**src/design/cbr_out_fifo.sv**
```systemverilog
module cbr_out_fifo #(
	parameter int WIDTH = 139
) (
	input  logic             clk,
	input  logic             arst_n,
	input  logic             push,
	input  logic [WIDTH-1:0] push_data,
	input  logic             pop,
	output logic             valid,
	output logic [WIDTH-1:0] data,
	output logic [2:0]       count
);

	logic [WIDTH-1:0] slot_q [4];
	logic [1:0]       wr_ptr_q, rd_ptr_q;
	logic [2:0]       count_q;

	assign valid = (count_q != 3'd0);
	assign data  = slot_q[rd_ptr_q];
	assign count = count_q;

	always_ff @(posedge clk) begin
		if (push) begin
			slot_q[wr_ptr_q] <= push_data;
		end
	end

	always_ff @(posedge clk or negedge arst_n) begin
		if (!arst_n) begin
			wr_ptr_q <= '0;
			rd_ptr_q <= '0;
			count_q  <= '0;
		end else begin
			if (push) begin
				wr_ptr_q <= wr_ptr_q + 1'b1;
			end
			if (pop) begin
				rd_ptr_q <= rd_ptr_q + 1'b1;
			end
			count_q <= count_q + 3'(push) - 3'(pop);
		end
	end

endmodule
```
**config.mk**
```make
export PLATFORM = sky130hd
export DESIGN_NAME = cbr_out_fifo
export DESIGN_NICKNAME = d
export VERILOG_FILES = /design/src/design/cbr_out_fifo.sv
export SDC_FILE = /design/constraint.sdc
export NUM_CORES = 1
export LEC_CHECK = 0
export BUFFER_PORTS_ARGS = -buffer_cell sky130_fd_sc_hd__buf_4
export CELL_PAD_IN_SITES_DETAIL_PLACEMENT = 1
export CELL_PAD_IN_SITES_GLOBAL_PLACEMENT = 1
export CORE_MARGIN = 5
export CORE_UTILIZATION = 50
export CTS_CLUSTER_SIZE = 16
export DETAILED_ROUTE_END_ITERATION = 7
export GPL_ROUTABILITY_DRIVEN = 0
export PLACE_DENSITY_LB_ADDON = 0.2
export REMOVE_ABC_BUFFERS = 1
export SLEW_MARGIN = 15
export SYNTH_ARGS = -nofsm -noshare
export SYNTH_HDL_FRONTEND = slang
export SYNTH_SLANG_ARGS = --single-unit
export TNS_END_PERCENT = 100
```
**constraint.sdc**
```tcl
create_clock -name clk -period 9.6 [get_ports clk]
set_clock_uncertainty 0.15 [all_clocks]
set_input_delay 0.96 -clock clk [delete_from_list [all_inputs] [get_ports clk]]
set_output_delay 0.96 -clock clk [all_outputs]
set_load 0.005 [all_outputs]
```
* Word level (Yosys, flattened, before mapping)
Memories as Yosys holds them, arrays and structs flattened.
Cells that the tools add are included.
** Word-level totals
- Flip-flop bits (word level) :: 7
- RAM bits :: 556
- Bits of input ports :: 143
- Output and inout port bits :: 143
- Word-level logic and storage cells :: 11
- Memories kept :: 1
** Operators by class
- $add $sub $neg :: 4
- Muxes and demuxes :: 2
- Reductions and logical operators :: 1
** Memory list
- slot_q :: depth 4, bits a word 139, read ports 1, clocked after memory_dff 0, wr ports 1, line 14 : logic [WIDTH-1:0] slot_q [4];
** Operators with widths (number)
- $add 2x1->2 const B :: 2
- $add 3x1->3 :: 1
- $reduce_bool 3->1 :: 1
- $sub 3x1->3 :: 1
- $mux 1 :: 2

* Depth between registers and ports, before layout
Gate-level depths: netlist of the first run.
- Word-level depth :: 2
- Mapped depth :: 7
- Depth with buffers taken out :: 7

* Worst setup path before layout of the first run
Ideal clock, no wire load.
- Path kind :: input-to-reg
- From :: in push
- To :: mem slot_q[0][0] (enable)
- Setup time :: 0.514 ns
- Data arrival time :: 4.138 ns
- Required time :: 8.936 ns
- Setup slack :: 4.798 ns
- Cell stages on the path :: 1
- Path buffers :: 0
- Cells stage by stage :: and2_1
** Between the ends
- Longest elaborated chain between the ends :: 2
** RTL lines
- from (decl) :: line 6 : input logic push,
- $mux 1 :: line 23 : if (push) begin
- $mux 1 (implied by the code) :: line 24 : slot_q[wr_ptr_q] <= push_data;
- to (decl) :: line 14
No other way between the ends.

* Worst setup path in the final report of the first run
- From :: reg rd_ptr_q[0]
- To :: out data[41]
** Between the ends
- Longest elaborated chain between the ends :: 1
** RTL lines
- from (decl) :: line 15 : logic [1:0] wr_ptr_q, rd_ptr_q;
- from (signal assigned) :: line 38 : rd_ptr_q <= rd_ptr_q + 1'b1;
- $mem_v2 4x139
- to (decl) :: line 10 : output logic [WIDTH-1:0] data,
No other way between the ends.

==> reports/results.ini, run 1 <==
[synthesis]
syn_area_mm2 = 0.0204
muxShareOfSynthArea_pct = 15.3
synth-xor-area-share_pct = 0.214
ys_ff_latch = 563
synth_cell_types = 16
synth.avg_cell_area_um2 = 26.9
netlist_instances = 760
synth_top_family_by_area = multiplexers
synth-seq-area-share_pct = 82.6
synth-adder-area-share_pct = 0.465
synth-simple-area-share_pct = 0.190
yosysWarnings = 0
synth_compound_area_share_pct = 0.0245

[floorplanning]
die_area_mm2 = 0.0450
core_area_mm2 = 0.0406
die_w_um = 212
ios = 286
die_h_um = 212
initial_core_util_pct = 50.3
rows = 74

[cells_and_area]
final_cell_mix = edfxtp_1 (556), buf_4 (298), mux4_2 (139)
layout_commonest_cell = edfxtp_1
drive_above_1_share_pct = 45.7
syn_to_final_growth_pct = 21.6
final_net_count = 1235
antennaDiodeCount = 0

[status]
status = finished, final reports clean

[critical_path]
crit_arrival_ns = 3.64
crit_fanout = 41
critical_path_class = flop to primary output
cp_data_required_time_ns = 8.49
critPathLaunchType = flop
crit_path_end_kind = primary output

[routing]
vias_per_cell = 5.48
drc = 0
drt_wl_total_um = 43300
wl_per_cell_um = 26.1
dr.pass1.iters = 5
vias = 9107
drt_iter0_drc = 548
ant_nets = 0

[clock_network]
cts_root_buffer = clkbuf_16
post_cts_resized = 0
numCtsBuffers = 56
cts_tree = built
cts_sinks = 563
clkTransAtPathRegs_ns = 0.06
clockBufferDepth = 3
cts-htree-levels = 2
insertion_delay_ns = 0.59

[power]
powerDensity_mw_per_mm2 = 305
vdd_ir_drop_max_uv = 188
leakagePower_nw = 8.47

[sta]
final_hold_viol_count = 0
period_needed_ns = 4.75
setup_viol = 0
setup_tns_ns = 0
hold_slack_ns = 0.384
rsz0062_at_grt = false
worstMarginPinSlew_ns = 0.969
slew_violations = 0
finalCritPeriodShare_pct = 49.5
fmaxAchievable_mhz = 211
slew_headroom_pct = 35.4

[global_routing]
track_usage_pct = 19.4
grt_max_degree = 65
grt_pass1_vias = 10200
grt_overflow_total = 0
grt_pass1_wl_um = 65000
antenna_found_initial = 1

[placed_design]
hpwl_um = 27000
port_buffers = 285

[worst_hold_path]
hp-class = flop to flop

[run]
cap_violations = 0

worst paths after layout:
kind	start	endpoint	slack (ns)	cells after the start
max in group asynchronous	arst_n	rd_ptr_q[0]	8.51	2
worst max register to register	wr_ptr_q[1]	slot_q[1][81]	6.96	4
worst min-delay path	wr_ptr_q[0]	wr_ptr_q[0]	0.38	1
worst min register to register	wr_ptr_q[0]	wr_ptr_q[0]	0.38	1
worst max-delay path	rd_ptr_q[0]	data[41]	4.85	4
min in group asynchronous	arst_n	count[0]	0.59	2
layout make-up:
cell class	instances	area (µm²)
Clock buffer	66	1460
Clock inverter	36	244
Fill cell	3309	15800
Inverter	6	22.5
Multi-Input combinational cell	159	3320
Sequential cell	563	16900
Tap cell	532	666
Timing Repair Buffer	299	2250
cell usage after synthesis:
master | n | share of area [%]
dfrtp_1 | 7 | 0.86
nand2_1 | 2 | 0.037
buf_6 | 11 | 0.61
inv_1 | 6 | 0.11
ha_1 | 6 | 0.37
clkbuf_1 | 4 | 0.073
fa_1 | 1 | 0.098
buf_2 | 16 | 0.39
o21ai_0 | 1 | 0.024
and2_1 | 4 | 0.12
xor2_1 | 2 | 0.086
buf_4 | 1 | 0.037
xnor2_1 | 3 | 0.13
mux4_2 | 139 | 15
or3_1 | 1 | 0.031
edfxtp_1 | 556 | 82
repair_timing:
item / 4_1_cts / 5_1_grt
endpoints found under the hold margin: 4 / 0
hold buffers: 1 / 0
setup buffers: 0 / 0
sequential cells by signal, summed over array words and instances, names as in the netlist:
register and flops:
slot_q 556, rd_ptr_q 2, count 3, wr_ptr_q 2
metal layers:
layer	GRT usage, %	routed length [µm]
met1	26.2	17200
met2	32.3	22400
met3	5.25	2910
met4	4.22	785
met5	0	10
report_power, final:
group          internal, mW  total (mW)  switching [mW]  leakage, nW
sequential             3.22        3.39           0.165         5.19
combinational          1.14        2.17            1.02         2.45
clock                  1.16        2.03           0.865        0.836
critical path, stage by stage (launching register included):
cell,delay [ns]
dfrtp_4,0.68
buf_4,0.72
buf_4,0.81
mux4_2,0.61
buf_4,0.16
stage by stage:
stage          cell area (µm²)  instances  utilization [%]  total power, mW  worst slack (ns)
2_1_floorplan            20200        728                -             4.77              2.46
3_3_place_gp             23100       1558             56.9             5.63              5.30
3_5_place_dp             23100       1558             56.9             5.68              5.31
4_1_cts                  24800       1661             61.1             7.74              4.66
5_1_grt                  24800       1661             61.1             7.97              4.50
6_report                 24800       1661             61.1             7.58              4.85
cells by family after synthesis:
family / after synthesis
AO/OA/AOI/OAI: 1
XOR/XNOR: 5
multiplexers: 139
flip-flops: 563
buffers and inverters: 38
AND/OR/NAND/NOR: 7
adder cells (fa/ha/maj): 7
Note: power is estimated with default switching activity, not from simulation.
==> run 2: changes to the inputs <==
ABC_AREA = 1   (was default)
CORE_UTILIZATION = 46   (was 50)
clock period = 4.39 ns   (was 9.6 ns; I/O delays follow)
==> run 2 against run 1 <==
Area after synthesis is 16% higher. Final cell count is 100% higher. Sequential share of layout area is 11 points lower. Worst setup slack worse by 3.7 ns. Non-clock buffer count is 147 higher.
==> reports/results.ini, run 2 <==
[status]
status = finished, final reports clean

[cells_and_area]
final_net_count = 2786
syn_to_final_growth_pct = 25.3
finalInstanceArea_mm2 = 0.0298
top_register = slot_q
n_fill_cell = 5457
drive_above_1_share_pct = 14.6
layout_commonest_cell = nand2_1
largest_reg_flops = 556
final_cell_mix = nand2_1 (706), inv_1 (564), edfxtp_1 (556)

[synthesis]
ys_top_cells_by_count = nand2_1 (706), inv_1 (568), edfxtp_1 (556)
async_flop_share_pct = 1.24
synth_top_area_share_pct = 70.3
synth_edf_count = 556
yosysWarnings = 0
synth_cell_types = 15
netlist_instances = 2223
syn_area_mm2 = 0.0237
ys.flop_type = edfxtp_1
synth-seq-area-share_pct = 71.0
synth_area_leaders = edfxtp_1 (70%), nand2_1 (11%), inv_1 (9.0%)
synth.avg_cell_area_um2 = 10.7
yosysMostFrequentCell = nand2_1
ys_ff_latch = 563
yosysTopAreaCell = edfxtp_1

[sta]
rsz0062_at_grt = false
period_needed_ns = 3.27
fmaxAchievable_mhz = 305
hold_slack_ns = 0.0704
worstMarginPinSlew_ns = 0.945
finalCritPeriodShare_pct = 74.6
final_hold_viol_count = 0
slew_headroom_pct = 37.0
slew_violations = 0
setup_viol = 0

[clock_network]
cts_tree = built
cts_root_buffer = clkbuf_16
post_cts_resized = 0
clockBufferDepth = 3
insertion_delay_ns = 0.60
numCtsBuffers = 58
cts_sinks = 563
clkTransAtPathRegs_ns = 0.06
cts-htree-levels = 2

[routing]
vias_per_cell = 4.89
wl_per_cell_um = 18.9
dr.pass1.iters = 5
drt_iter0_drc = 967
ant_nets = 0
drt_wl_total_um = 63600
drc = 0
vias = 16500

[global_routing]
track_usage_pct = 22.2
grt_overflow_total = 0
antenna_found_initial = 2
grt_pass1_wl_um = 98600
grt_max_degree = 162
grt_pass1_vias = 17800

[critical_path]
crit_arrival_ns = 2.69
crit_fanout = 55
crit_path_end_kind = primary output
critical_path_class = flop to primary output
critPathLaunchType = flop
cp_data_required_time_ns = 3.80

[floorplanning]
die_w_um = 237
core_area_mm2 = 0.0512
initial_core_util_pct = 46.4
die_area_mm2 = 0.0563
die_h_um = 237
rows = 83
ios = 286

[power]
leakagePower_nw = 13.7
powerDensity_mw_per_mm2 = 645
vdd_ir_drop_max_uv = 693

[placed_design]
hpwl_um = 37400
placed_area_mm2 = 0.0265
port_buffers = 285

[worst_hold_path]
hp-class = input pin to asynchronous set/reset pin

[run]
cap_violations = 0

## run 2: cell types whose count changed in the layout (fill, tap and decap cells not counted), sizes merged, moves of 2 or more
cell / change
clkinv: -8
diode: +2
clkbuf: +12
inv: +561
nand3: +280
nand2: +704
bufinv: +2
dlygate4sd3: +141
buf: +6
mux4: -139
and2: -4
xnor2: -3
## run 2: routing by layer
layer  vias up  GRT usage [%]  part of all wire, %
met4         4           5.47                  2.0
met1      8277           27.7                   41
met2       334           40.1                   52
met3        95           4.03                  4.3
met5         -              0                0.036
li1       7746              -                    -
## run 2: cell families (layout without fill, tap and decap cells)
| logic type | after synthesis | count (layout) | share of synthesized area [%] |
|---|---|---|---|
| and+or+nand+nor | 986 | 986 | 17.1 |
| buffers and inverters | 663 | 1122 | 11.4 |
| DFF | 563 | 563 | 71.0 |
| adders and majority gates | 7 | 7 | 0.400 |
| xor gates and xnor gates | 3 | 3 | 0.111 |
| AOI/OAI and AO/OA | 1 | 1 | 0.0211 |
| other | 0 | 2 | 0 |
## run 2: area by class of cell
cell class	count	area [µm²]	area share, %
clock buffers	78	1610	5.41
clock inverters	28	255	0.858
repair buffers	446	3800	12.8
well taps	680	851	2.86
multi-input cells	997	4180	14.0
flip-flops and latches	563	16900	56.7
inverters	570	2170	7.30
diodes	2	5.00	0.0168
## run 2: worst paths after layout
check	startpoint	to	slack (ns)	cells past startpoint
setup / recovery	rd_ptr_q[1]	data[52]	1.12	4
hold / removal	arst_n	rd_ptr_q[1]	0.07	2
setup reg to reg	wr_ptr_q[0]	slot_q[2][78]	2.01	5
hold reg to reg	wr_ptr_q[0]	wr_ptr_q[0]	0.39	1
max in group asynchronous	arst_n	rd_ptr_q[0]	3.85	2
min in group clk	wr_ptr_q[0]	wr_ptr_q[0]	0.39	1
## run 2: critical path, stage by stage (launching register included)
cell and delay (ns):
dfrtp_4 0.78, buf_4 0.74, nand3_1 0.21, nand2_1 0.18, buf_4 0.14
## run 2: timing repair
item,4_1_cts,5_1_grt
hold buffers,142,0
hold endpoints to repair,568,0
buffers inserted,0,0
## run 2: per-stage QoR
stage | utilization, % | TNS [ns] | worst slack, ns | instances | power [mW]
3_5_place_dp | 51.7 | 0 | 1.74 | 3114 | 14.4
3_3_place_gp | 51.7 | 0 | 1.73 | 3114 | 14.2
2_1_floorplan | - | -770.32 | -5.53 | 2130 | 11.2
5_1_grt | 58.1 | 0 | 0.970 | 3362 | 20.4
6_report | 58.1 | 0 | 1.12 | 3364 | 19.2
4_1_cts | 58.1 | 0 | 1.09 | 3362 | 19.4
## run 2: report_power, final
part           internal [mW]  switching [mW]
logic                   2.57            4.44
registers               7.04           0.314
clock network           2.85            1.99
