### src/design/cbr_pkg.sv
package cbr_pkg;

	// masks for the swap network of a 16-bit reversal
	localparam logic [15:0] SWAP_MASK_1 = 16'h5555;
	localparam logic [15:0] SWAP_MASK_2 = 16'h3333;
	localparam logic [15:0] SWAP_MASK_4 = 16'h0f0f;
	localparam logic [15:0] SWAP_MASK_8 = 16'h00ff;

	localparam logic [3:0] POINTS_LOG2_RESET = 4'd10;
	localparam logic [4:0] POINTS_LOG2_MIN   = 5'd2;

	localparam logic OPC_SAMPLE = 1'b0;
	localparam logic OPC_DRAIN  = 1'b1;

	// per-cycle memory request from the sequencer
	typedef struct packed {
		logic wr_en;
		logic rd_en;
		logic rd_last;
	} cbr_req_t;

	// reverse the low k bits of v (k in 1..16)
	function automatic logic [15:0] bitrev_k(logic [15:0] v, logic [4:0] k);
		logic [15:0] r;
		r = ((v & SWAP_MASK_1) << 1) | ((v >> 1) & SWAP_MASK_1);
		r = ((r & SWAP_MASK_2) << 2) | ((r >> 2) & SWAP_MASK_2);
		r = ((r & SWAP_MASK_4) << 4) | ((r >> 4) & SWAP_MASK_4);
		r = ((r & SWAP_MASK_8) << 8) | ((r >> 8) & SWAP_MASK_8);
		return r >> (5'd16 - k);
	endfunction

endpackage

### src/design/cbr_ctrl.sv
module cbr_ctrl #(
	parameter int MAX_LOG2_POINTS = 10
) (
	input  logic                         clk,
	input  logic                         arst_n,
	input  logic                         cfg_we,
	input  logic [3:0]                   cfg_data,
	input  logic                         accept,
	input  logic                         opcode,
	output cbr_pkg::cbr_req_t            req,
	output logic [MAX_LOG2_POINTS:0]     wr_addr,
	output logic [MAX_LOG2_POINTS:0]     rd_addr,
	output logic [MAX_LOG2_POINTS-1:0]   rd_index
);

	localparam int AW = MAX_LOG2_POINTS;
	localparam logic [4:0] LOG2_MAX = 5'(MAX_LOG2_POINTS);

	logic [3:0]    points_log2_q;
	logic [AW-1:0] fill_count_q, drain_count_q;
	logic          fill_bank_q, frame_ready_q;

	logic [4:0]    k_eff;
	logic [AW-1:0] last_pos;
	logic [15:0]   fill_rev;
	logic          is_sample;
	logic          fill_done, drain_done;

	always_comb begin
		k_eff = {1'b0, points_log2_q};
		if (k_eff < cbr_pkg::POINTS_LOG2_MIN) begin
			k_eff = cbr_pkg::POINTS_LOG2_MIN;
		end else if (k_eff > LOG2_MAX) begin
			k_eff = LOG2_MAX;
		end
	end

	assign last_pos   = {AW{1'b1}} >> (LOG2_MAX - k_eff);
	assign fill_rev   = cbr_pkg::bitrev_k(16'(fill_count_q), k_eff);
	assign is_sample  = (opcode == cbr_pkg::OPC_SAMPLE);
	assign fill_done  = (fill_count_q == last_pos);
	assign drain_done = (drain_count_q == last_pos);

	assign req.wr_en   = accept && is_sample;
	assign req.rd_en   = accept && frame_ready_q;
	assign req.rd_last = drain_done;
	assign wr_addr     = {fill_bank_q, fill_rev[AW-1:0]};
	assign rd_addr     = {~fill_bank_q, drain_count_q};
	assign rd_index    = drain_count_q;

	always_ff @(posedge clk or negedge arst_n) begin
		if (!arst_n) begin
			points_log2_q <= cbr_pkg::POINTS_LOG2_RESET;
			fill_count_q  <= '0;
			drain_count_q <= '0;
			fill_bank_q   <= 1'b0;
			frame_ready_q <= 1'b0;
		end else if (cfg_we) begin
			// new length abandons partial and pending frames
			points_log2_q <= cfg_data;
			fill_count_q  <= '0;
			drain_count_q <= '0;
			frame_ready_q <= 1'b0;
		end else if (accept) begin
			if (frame_ready_q) begin
				if (drain_done) begin
					drain_count_q <= '0;
					frame_ready_q <= 1'b0;
				end else begin
					drain_count_q <= drain_count_q + 1'b1;
				end
			end
			if (is_sample) begin
				if (fill_done) begin
					fill_count_q  <= '0;
					fill_bank_q   <= ~fill_bank_q;
					drain_count_q <= '0;
					frame_ready_q <= 1'b1;
				end else begin
					fill_count_q <= fill_count_q + 1'b1;
				end
			end
		end
	end

endmodule

### config.mk
export PLATFORM = sky130hd
export DESIGN_NAME = cbr_ctrl
export DESIGN_NICKNAME = d
export VERILOG_FILES = /design/src/design/cbr_pkg.sv /design/src/design/cbr_ctrl.sv
export SDC_FILE = /design/constraint.sdc
export NUM_CORES = 1
export LEC_CHECK = 0
export BUFFER_PORTS_ARGS = -buffer_cell sky130_fd_sc_hd__buf_2
export CORE_MARGIN = 1
export CORE_UTILIZATION = 57
export CTS_CLUSTER_DIAMETER = 40
export DETAILED_ROUTE_END_ITERATION = 10
export HOLD_SLACK_MARGIN = 0.06
export PLACE_DENSITY_LB_ADDON = 0.15
export SKIP_CTS_REPAIR_TIMING = 1
export SLEW_MARGIN = 20
export SYNTH_ARGS = -nofsm -noshare
export SYNTH_HDL_FRONTEND = slang
export SYNTH_SLANG_ARGS = --single-unit
export TNS_END_PERCENT = 30
### constraint.sdc
create_clock -name clk -period 4.6 [get_ports clk]
set_input_delay 0.46 -clock clk [delete_from_list [all_inputs] [get_ports clk]]
set_output_delay 0.46 -clock clk [all_outputs]
set_load 0.02 [all_outputs]
=== Word level (Yosys, flattened, before mapping) ===
Cells that the tools add are included.

* Register bits: 26
* Input bits: 9
* Logic and storage cells: 46

* $add $sub $neg: 4
* Order comparisons: 2
* Equal/unequal tests: 3
* Shift-type cells: 2
* Multiplexer cells: 18
* Bitwise logic cells: 7
* Reductions and logical operators: 5

{| class="wikitable"
|+ Operator list
! operator !! count
|-
| $mux 10 || 10
|-
| $add 10x1->10 const B || 2
|-
| $eq 10x10->1 || 2
|-
| $or 16x4->16 || 1
|-
| $or 16x8->16 || 1
|-
| $shr 16x5->10 || 1
|-
| $or 12x6->12 || 1
|-
| $or 10x9->10 || 1
|-
| $shr 10x5->10 const A || 1
|-
| $mux 1 || 6
|-
| $mux 5 || 1
|-
| $sub 4x5->5 const A || 1
|-
| $sub 5x5->5 const A || 1
|-
| $gt 4x4->1 const B || 1
|-
| $lt 4x2->1 const B || 1
|-
| $mux 4 || 1
|-
| $reduce_and 4->1 || 1
|-
| $not 1->1 || 3
|-
| $logic_and 1x1->1 || 2
|-
| $ne 2x2->1 const B || 1
|-
| $reduce_and 2->1 || 1
|-
| $reduce_bool 2->1 || 1
|}

=== Logic depth before layout (Yosys ltp) ===
* Depth in word-level cells: 12
* Depth in mapped cells: 18

=== Worst setup path after synthesis ===
No wires, ideal clock.

* Kind: reg-to-reg
* Start point: register points_log2_q[3]
* End point: register drain_count_q[7], in the netlist rd_index[7]
* Library setup time: 0.126 ns
* Arrival: 3.869 ns
* Path slack: 0.605 ns
* Stages on the path, launching flop included: 17
* Path buffers: 3
* Cells stage by stage: dfstp_2 > buf_6 > xnor2_1 > and2_1 > clkbuf_1 > ha_1 > inv_1 > ha_1 > clkbuf_1 > nand2b_1 > a31oi_1 > a31oi_1 > o22a_1 > or4_4 > o211a_4 > and3_1 > a221o_1

* Cells in the longest elaborated chain, start to end: 12
* Elaborated cells between the ends (all ways): 14
* Classes of those cells: add/sub: 1; order compare: 2; eq/ne: 2; shift: 1; mux: 8

{| class="wikitable"
|+ RTL lines
! element !! RTL line !! source
|-
| start: declaration || cbr_ctrl.sv:19 || <nowiki>logic [3:0] points_log2_q;</nowiki>
|-
| start signal: assignment || cbr_ctrl.sv:53 || <nowiki>points_log2_q <= cbr_pkg::POINTS_LOG2_RESET;</nowiki>
|-
| start signal: assignment || cbr_ctrl.sv:60 || <nowiki>points_log2_q <= cfg_data;</nowiki>
|-
| $gt 4x4->1 || cbr_ctrl.sv:33 || <nowiki>end else if (k_eff > LOG2_MAX) begin</nowiki>
|-
| $mux 4 || cbr_ctrl.sv:33 ||
|-
| $mux 5 (*) || cbr_ctrl.sv:31 || <nowiki>if (k_eff < cbr_pkg::POINTS_LOG2_MIN) begin</nowiki>
|-
| $sub 4x5->5 (*) || cbr_ctrl.sv:38 || <nowiki>assign last_pos = {AW{1'b1}} >> (LOG2_MAX - k_eff);</nowiki>
|-
| $shr 10x5->10 (*) || cbr_ctrl.sv:38 ||
|-
| $eq 10x10->1 || cbr_ctrl.sv:42 || <nowiki>assign drain_done = (drain_count_q == last_pos);</nowiki>
|-
| $mux 10 || cbr_ctrl.sv:66 || <nowiki>if (drain_done) begin</nowiki>
|-
| $mux 10 || cbr_ctrl.sv:65 || <nowiki>if (frame_ready_q) begin</nowiki>
|-
| $mux 10 || cbr_ctrl.sv:74 || <nowiki>if (fill_done) begin</nowiki>
|-
| $mux 10 (*) || cbr_ctrl.sv:73 || <nowiki>if (is_sample) begin</nowiki>
|-
| $mux 10 (*) || cbr_ctrl.sv:64 || <nowiki>end else if (accept) begin</nowiki>
|-
| $mux 10 (*) || cbr_ctrl.sv:58 || <nowiki>end else if (cfg_we) begin</nowiki>
|-
| end signal: assignment || cbr_ctrl.sv:70 || <nowiki>drain_count_q <= drain_count_q + 1'b1;</nowiki>
|-
| end: declaration || cbr_ctrl.sv:20 || <nowiki>logic [AW-1:0] fill_count_q, drain_count_q;</nowiki>
|}

Mark *: on every way between the ends. The rest lies on a longest branch, timed or not. The select of a mux whose other input is x is not followed.
A chain may end at the register's enable or synchronous reset.

==> impl_summary.md <==
Run status
The run finished with clean final reports.

Global routing
The pin count of the biggest net entering global routing is 27. In the global route stage, overall resource usage came out at 0.262. The number of global-route vias before repair is 1980. The number of antenna violations at the first check in global routing is 0. The wire length of the first global-routing pass is 9230 um. The total overflow left after global routing is 0.

Synthesis
The cell count after synthesis came out at between 300 and 400. The largest total area in the synthesized netlist belongs to sky130_fd_sc_hd__dfrtp_1. Each instance of the synthesized netlist takes up on average 7.92 um^2. By count the netlist is led by sky130_fd_sc_hd__nor2_1, sky130_fd_sc_hd__nand2_1, sky130_fd_sc_hd__dfrtp_1.

In the synthesized netlist the dominant register cell turns out to be sky130_fd_sc_hd__dfrtp_1. Synthesis instantiated 55 different standard cells from the library. After synthesis, the cell types taking the most area are sky130_fd_sc_hd__dfrtp_1, sky130_fd_sc_hd__mux2i_1, sky130_fd_sc_hd__nor2_1. After synthesis the netlist holds a flip-flop and latch count of 26. The async set-or-reset flop fraction in the synthesized netlist is 1.00. The portion of the post-synthesis area used by sequential elements is 0.262.

The cell with the most instances after synthesis is sky130_fd_sc_hd__nor2_1. The number of nets handed over by synthesis was roughly 330. Of the post-synthesis cell area, the dominant cell type holds 0.241. The count of yosys warnings during synthesis is 0. The number of enable-type register cells in the synthesized netlist is 0. Summing every instance area after synthesis gives 2490 um^2.

STA
The final max-slew violation count is 0. The final critical path time including I/O delays and setup is 4.26 ns. The worst hold slack after final layout is 0.180 ns.

The relative slew slack is 0.422. Summed over all failing endpoints, the final setup total negative slack is 0 ns. Dividing the final minimum period by the clock period gives 0.927. The total setup violations reported at the end of the flow is 0. Setup repair after global routing left no endpoint under its margin.

The number of hold violations in the final report is 0. Clock skew on the completed layout was measured at about 0.0063 ns. For the pin with the worst max-slew slack, the measured transition is between 0.8 and 0.9 ns. Based on the critical path, the design can be clocked at up to 235 MHz.

Place
Detailed placement ended at an HPWL of 4350 um. The cell area reported after detailed placement is approximately 2600 um^2. At the end of routability-driven placement, the weighted congestion stood at a little over 0.9. The quantity of I/O buffers inserted on ports is 43.

Power and ir drop
The sum of internal, switching and leakage power is ~670 uW. The static leakage is ~1.3 nW. For this design the ratio of total power to cell area is between 200 and 300 nW/um^2. The worst IR drop on VDD is roughly 0.12 mV.

Routing
In this run the top signal layer used is met4. After detailed routing, the wire length on met1 is 2730 um. The aggregate routed wire length is 5790 um.

In the routed design, unresolved DRC markers number 0. The count of routing violations after the opening detailed-route iteration is ~100. The count of nets left with antenna violations after detail routing is 0.

The post-detailed-route via-to-cell ratio is 6.05. In the final routed layout, each cell accounts on average for 15.2 um. Detailed routing inserted a total of ~2300 vias. The wire length on met2 is approximately 2700 um. The routed design uses between 200 and 300 um of met3 wire. The pre-antenna-repair detailed-routing pass consisted of 4 iterations.

Hold path
The path category of the worst min-delay check is in -> async.

Setup path
The required time at the endpoint of the critical path is around 4.1 ns. Of all nets on the critical path, the largest fanout is 12. The worst register-to-register path has a depth of 14. The endpoint arrival time on the critical path is 3.80 ns. The kind of critical path is reg -> out.

The setup slack of the worst register-to-register path is ~0.53 ns. The endpoint kind of the worst setup timing path is a primary output. The kind of launch point of the worst setup path is a register.

Clock network
Clock-pin slew was measured on the worst setup and hold paths at 0.09 ns. The CTS root buffer is sky130_fd_sc_hd__clkbuf_8. The CTS tree is yes. In this run the number of H-tree levels came out at 1. The later pin in the worst-skew pair is clocked with a latency of 0.27 ns. The CTS sink count is 26.

In this run the deepest clock path goes through 2 buffers. The number of clock buffers added by TritonCTS is 3.

Floorplanning
The height of the die is 68.1 um. The region available for standard cell placement spans between 4000 and 5000 um^2. The effective utilization at floorplan is 0.610. The die covers about 4600 um^2. The floorplan has 23 rows. The x dimension of the die is 68.1 um. During I/O placement, the number of pins put on the boundary was 44.

Finish
The area of all placed cells without fillers is ~2600 um^2. Fill cells in the final layout number roughly 370. Relative to the synthesized area, the layout overhead comes to 6.22%. The end-of-flow core utilization is 0.648.

The final layout contains 348 nets. The number of antenna diodes in the final layout is 0. In the final layout, the share of cells above drive strength 1 is 0.199.

Flow run
The count of max-cap constraint violations is 0.
sequential cells by signal, summed over array words and instances (netlist names):
register and flops:
fill_bank_q 1, rd_index 10, points_log2_q 4, fill_count_q 10, frame_ready_q 1
routing by layer:
metal	global-route usage	vias up
li1	-	1157
met1	0.357	1077
met2	0.435	64
met3	0.0250	7
met4	0.0781	0
met5	0	-
placed cells by master (no fill, tap or decap), types with 2 or more instances in the layout:
master,n
sky130_fd_sc_hd__xor2_1,8
sky130_fd_sc_hd__nor2b_1,7
sky130_fd_sc_hd__dfrtp_1,24
sky130_fd_sc_hd__a21oi_1,16
sky130_fd_sc_hd__buf_2,43
sky130_fd_sc_hd__nand2b_1,7
sky130_fd_sc_hd__nand3b_1,2
sky130_fd_sc_hd__nand2_1,26
sky130_fd_sc_hd__a31oi_1,15
sky130_fd_sc_hd__o31ai_1,2
sky130_fd_sc_hd__nor3b_1,2
sky130_fd_sc_hd__a211oi_1,2
sky130_fd_sc_hd__inv_1,11
sky130_fd_sc_hd__clkbuf_8,4
sky130_fd_sc_hd__nor2_1,27
sky130_fd_sc_hd__a221o_1,3
sky130_fd_sc_hd__buf_4,2
sky130_fd_sc_hd__o22ai_1,3
sky130_fd_sc_hd__dfstp_2,2
sky130_fd_sc_hd__and3_1,8
sky130_fd_sc_hd__nor3_1,6
sky130_fd_sc_hd__nand4_1,5
sky130_fd_sc_hd__mux2i_1,21
sky130_fd_sc_hd__o21ai_0,19
sky130_fd_sc_hd__nand3_1,15
sky130_fd_sc_hd__xnor2_1,4
sky130_fd_sc_hd__ha_1,7
sky130_fd_sc_hd__mux2_2,5
sky130_fd_sc_hd__a22o_1,3
sky130_fd_sc_hd__and2_1,4
sky130_fd_sc_hd__or2_2,5
sky130_fd_sc_hd__o21a_1,2
power breakdown:
part	switching [mW]	internal (mW)
logic	0.165	0.106
registers	0.0142	0.236
clock network	0.0737	0.0766
kinds of logic (layout without fill, tap and decap cells):
group,after synthesis,in the layout,share of synthesized area
DFF,26,26,0.262
xor gates and xnor gates,12,12,0.0421
buffers and inverters,45,61,0.0953
adders and majority gates,7,7,0.0351
and+or+nand+nor,117,117,0.235
AOI/OAI and AO/OA,82,82,0.223
muxes,26,26,0.107
through the flow:
stage,instances,setup WS [ns]
2_1_floorplan,315,0.605
3_3_place_gp,377,0.715
3_5_place_dp,377,0.580
4_1_cts,381,0.379
5_1_grt,381,0.135
6_report,381,0.336
cell type report:
cell class | instances | area, um^2 | share of cell area
Sequential cell | 26 | 653 | 0.247
Clock buffer | 4 | 55.1 | 0.0208
Multi-Input combinational cell | 244 | 1600 | 0.605
Tap cell | 50 | 62.6 | 0.0236
Inverter | 12 | 45.0 | 0.0170
Timing Repair Buffer | 45 | 230 | 0.0869
path summary, 6_finish.rpt:
path / startpoint / endpoint
hold reg to reg: fill_bank_q / fill_bank_q
hold / removal: arst_n / fill_count_q[2]
max in group asynchronous: arst_n / fill_bank_q
setup reg to reg: points_log2_q[3] / rd_index[7]
setup / recovery: points_log2_q[3] / req[0]
min in group clk: cfg_data[0] / points_log2_q[0]
critical path, cell delays in order, from the launching register on:
cell,delay [ns]
sky130_fd_sc_hd__dfstp_2,0.68
sky130_fd_sc_hd__xnor2_1,0.14
sky130_fd_sc_hd__and2_1,0.13
sky130_fd_sc_hd__buf_4,0.18
sky130_fd_sc_hd__ha_1,0.24
sky130_fd_sc_hd__inv_1,0.06
sky130_fd_sc_hd__ha_1,0.39
sky130_fd_sc_hd__nor2b_1,0.33
sky130_fd_sc_hd__nand2_1,0.12
sky130_fd_sc_hd__a2111oi_0,0.45
sky130_fd_sc_hd__o31ai_1,0.16
sky130_fd_sc_hd__nor3b_1,0.40
sky130_fd_sc_hd__buf_2,0.25
(Power assumes the default switching activity.)
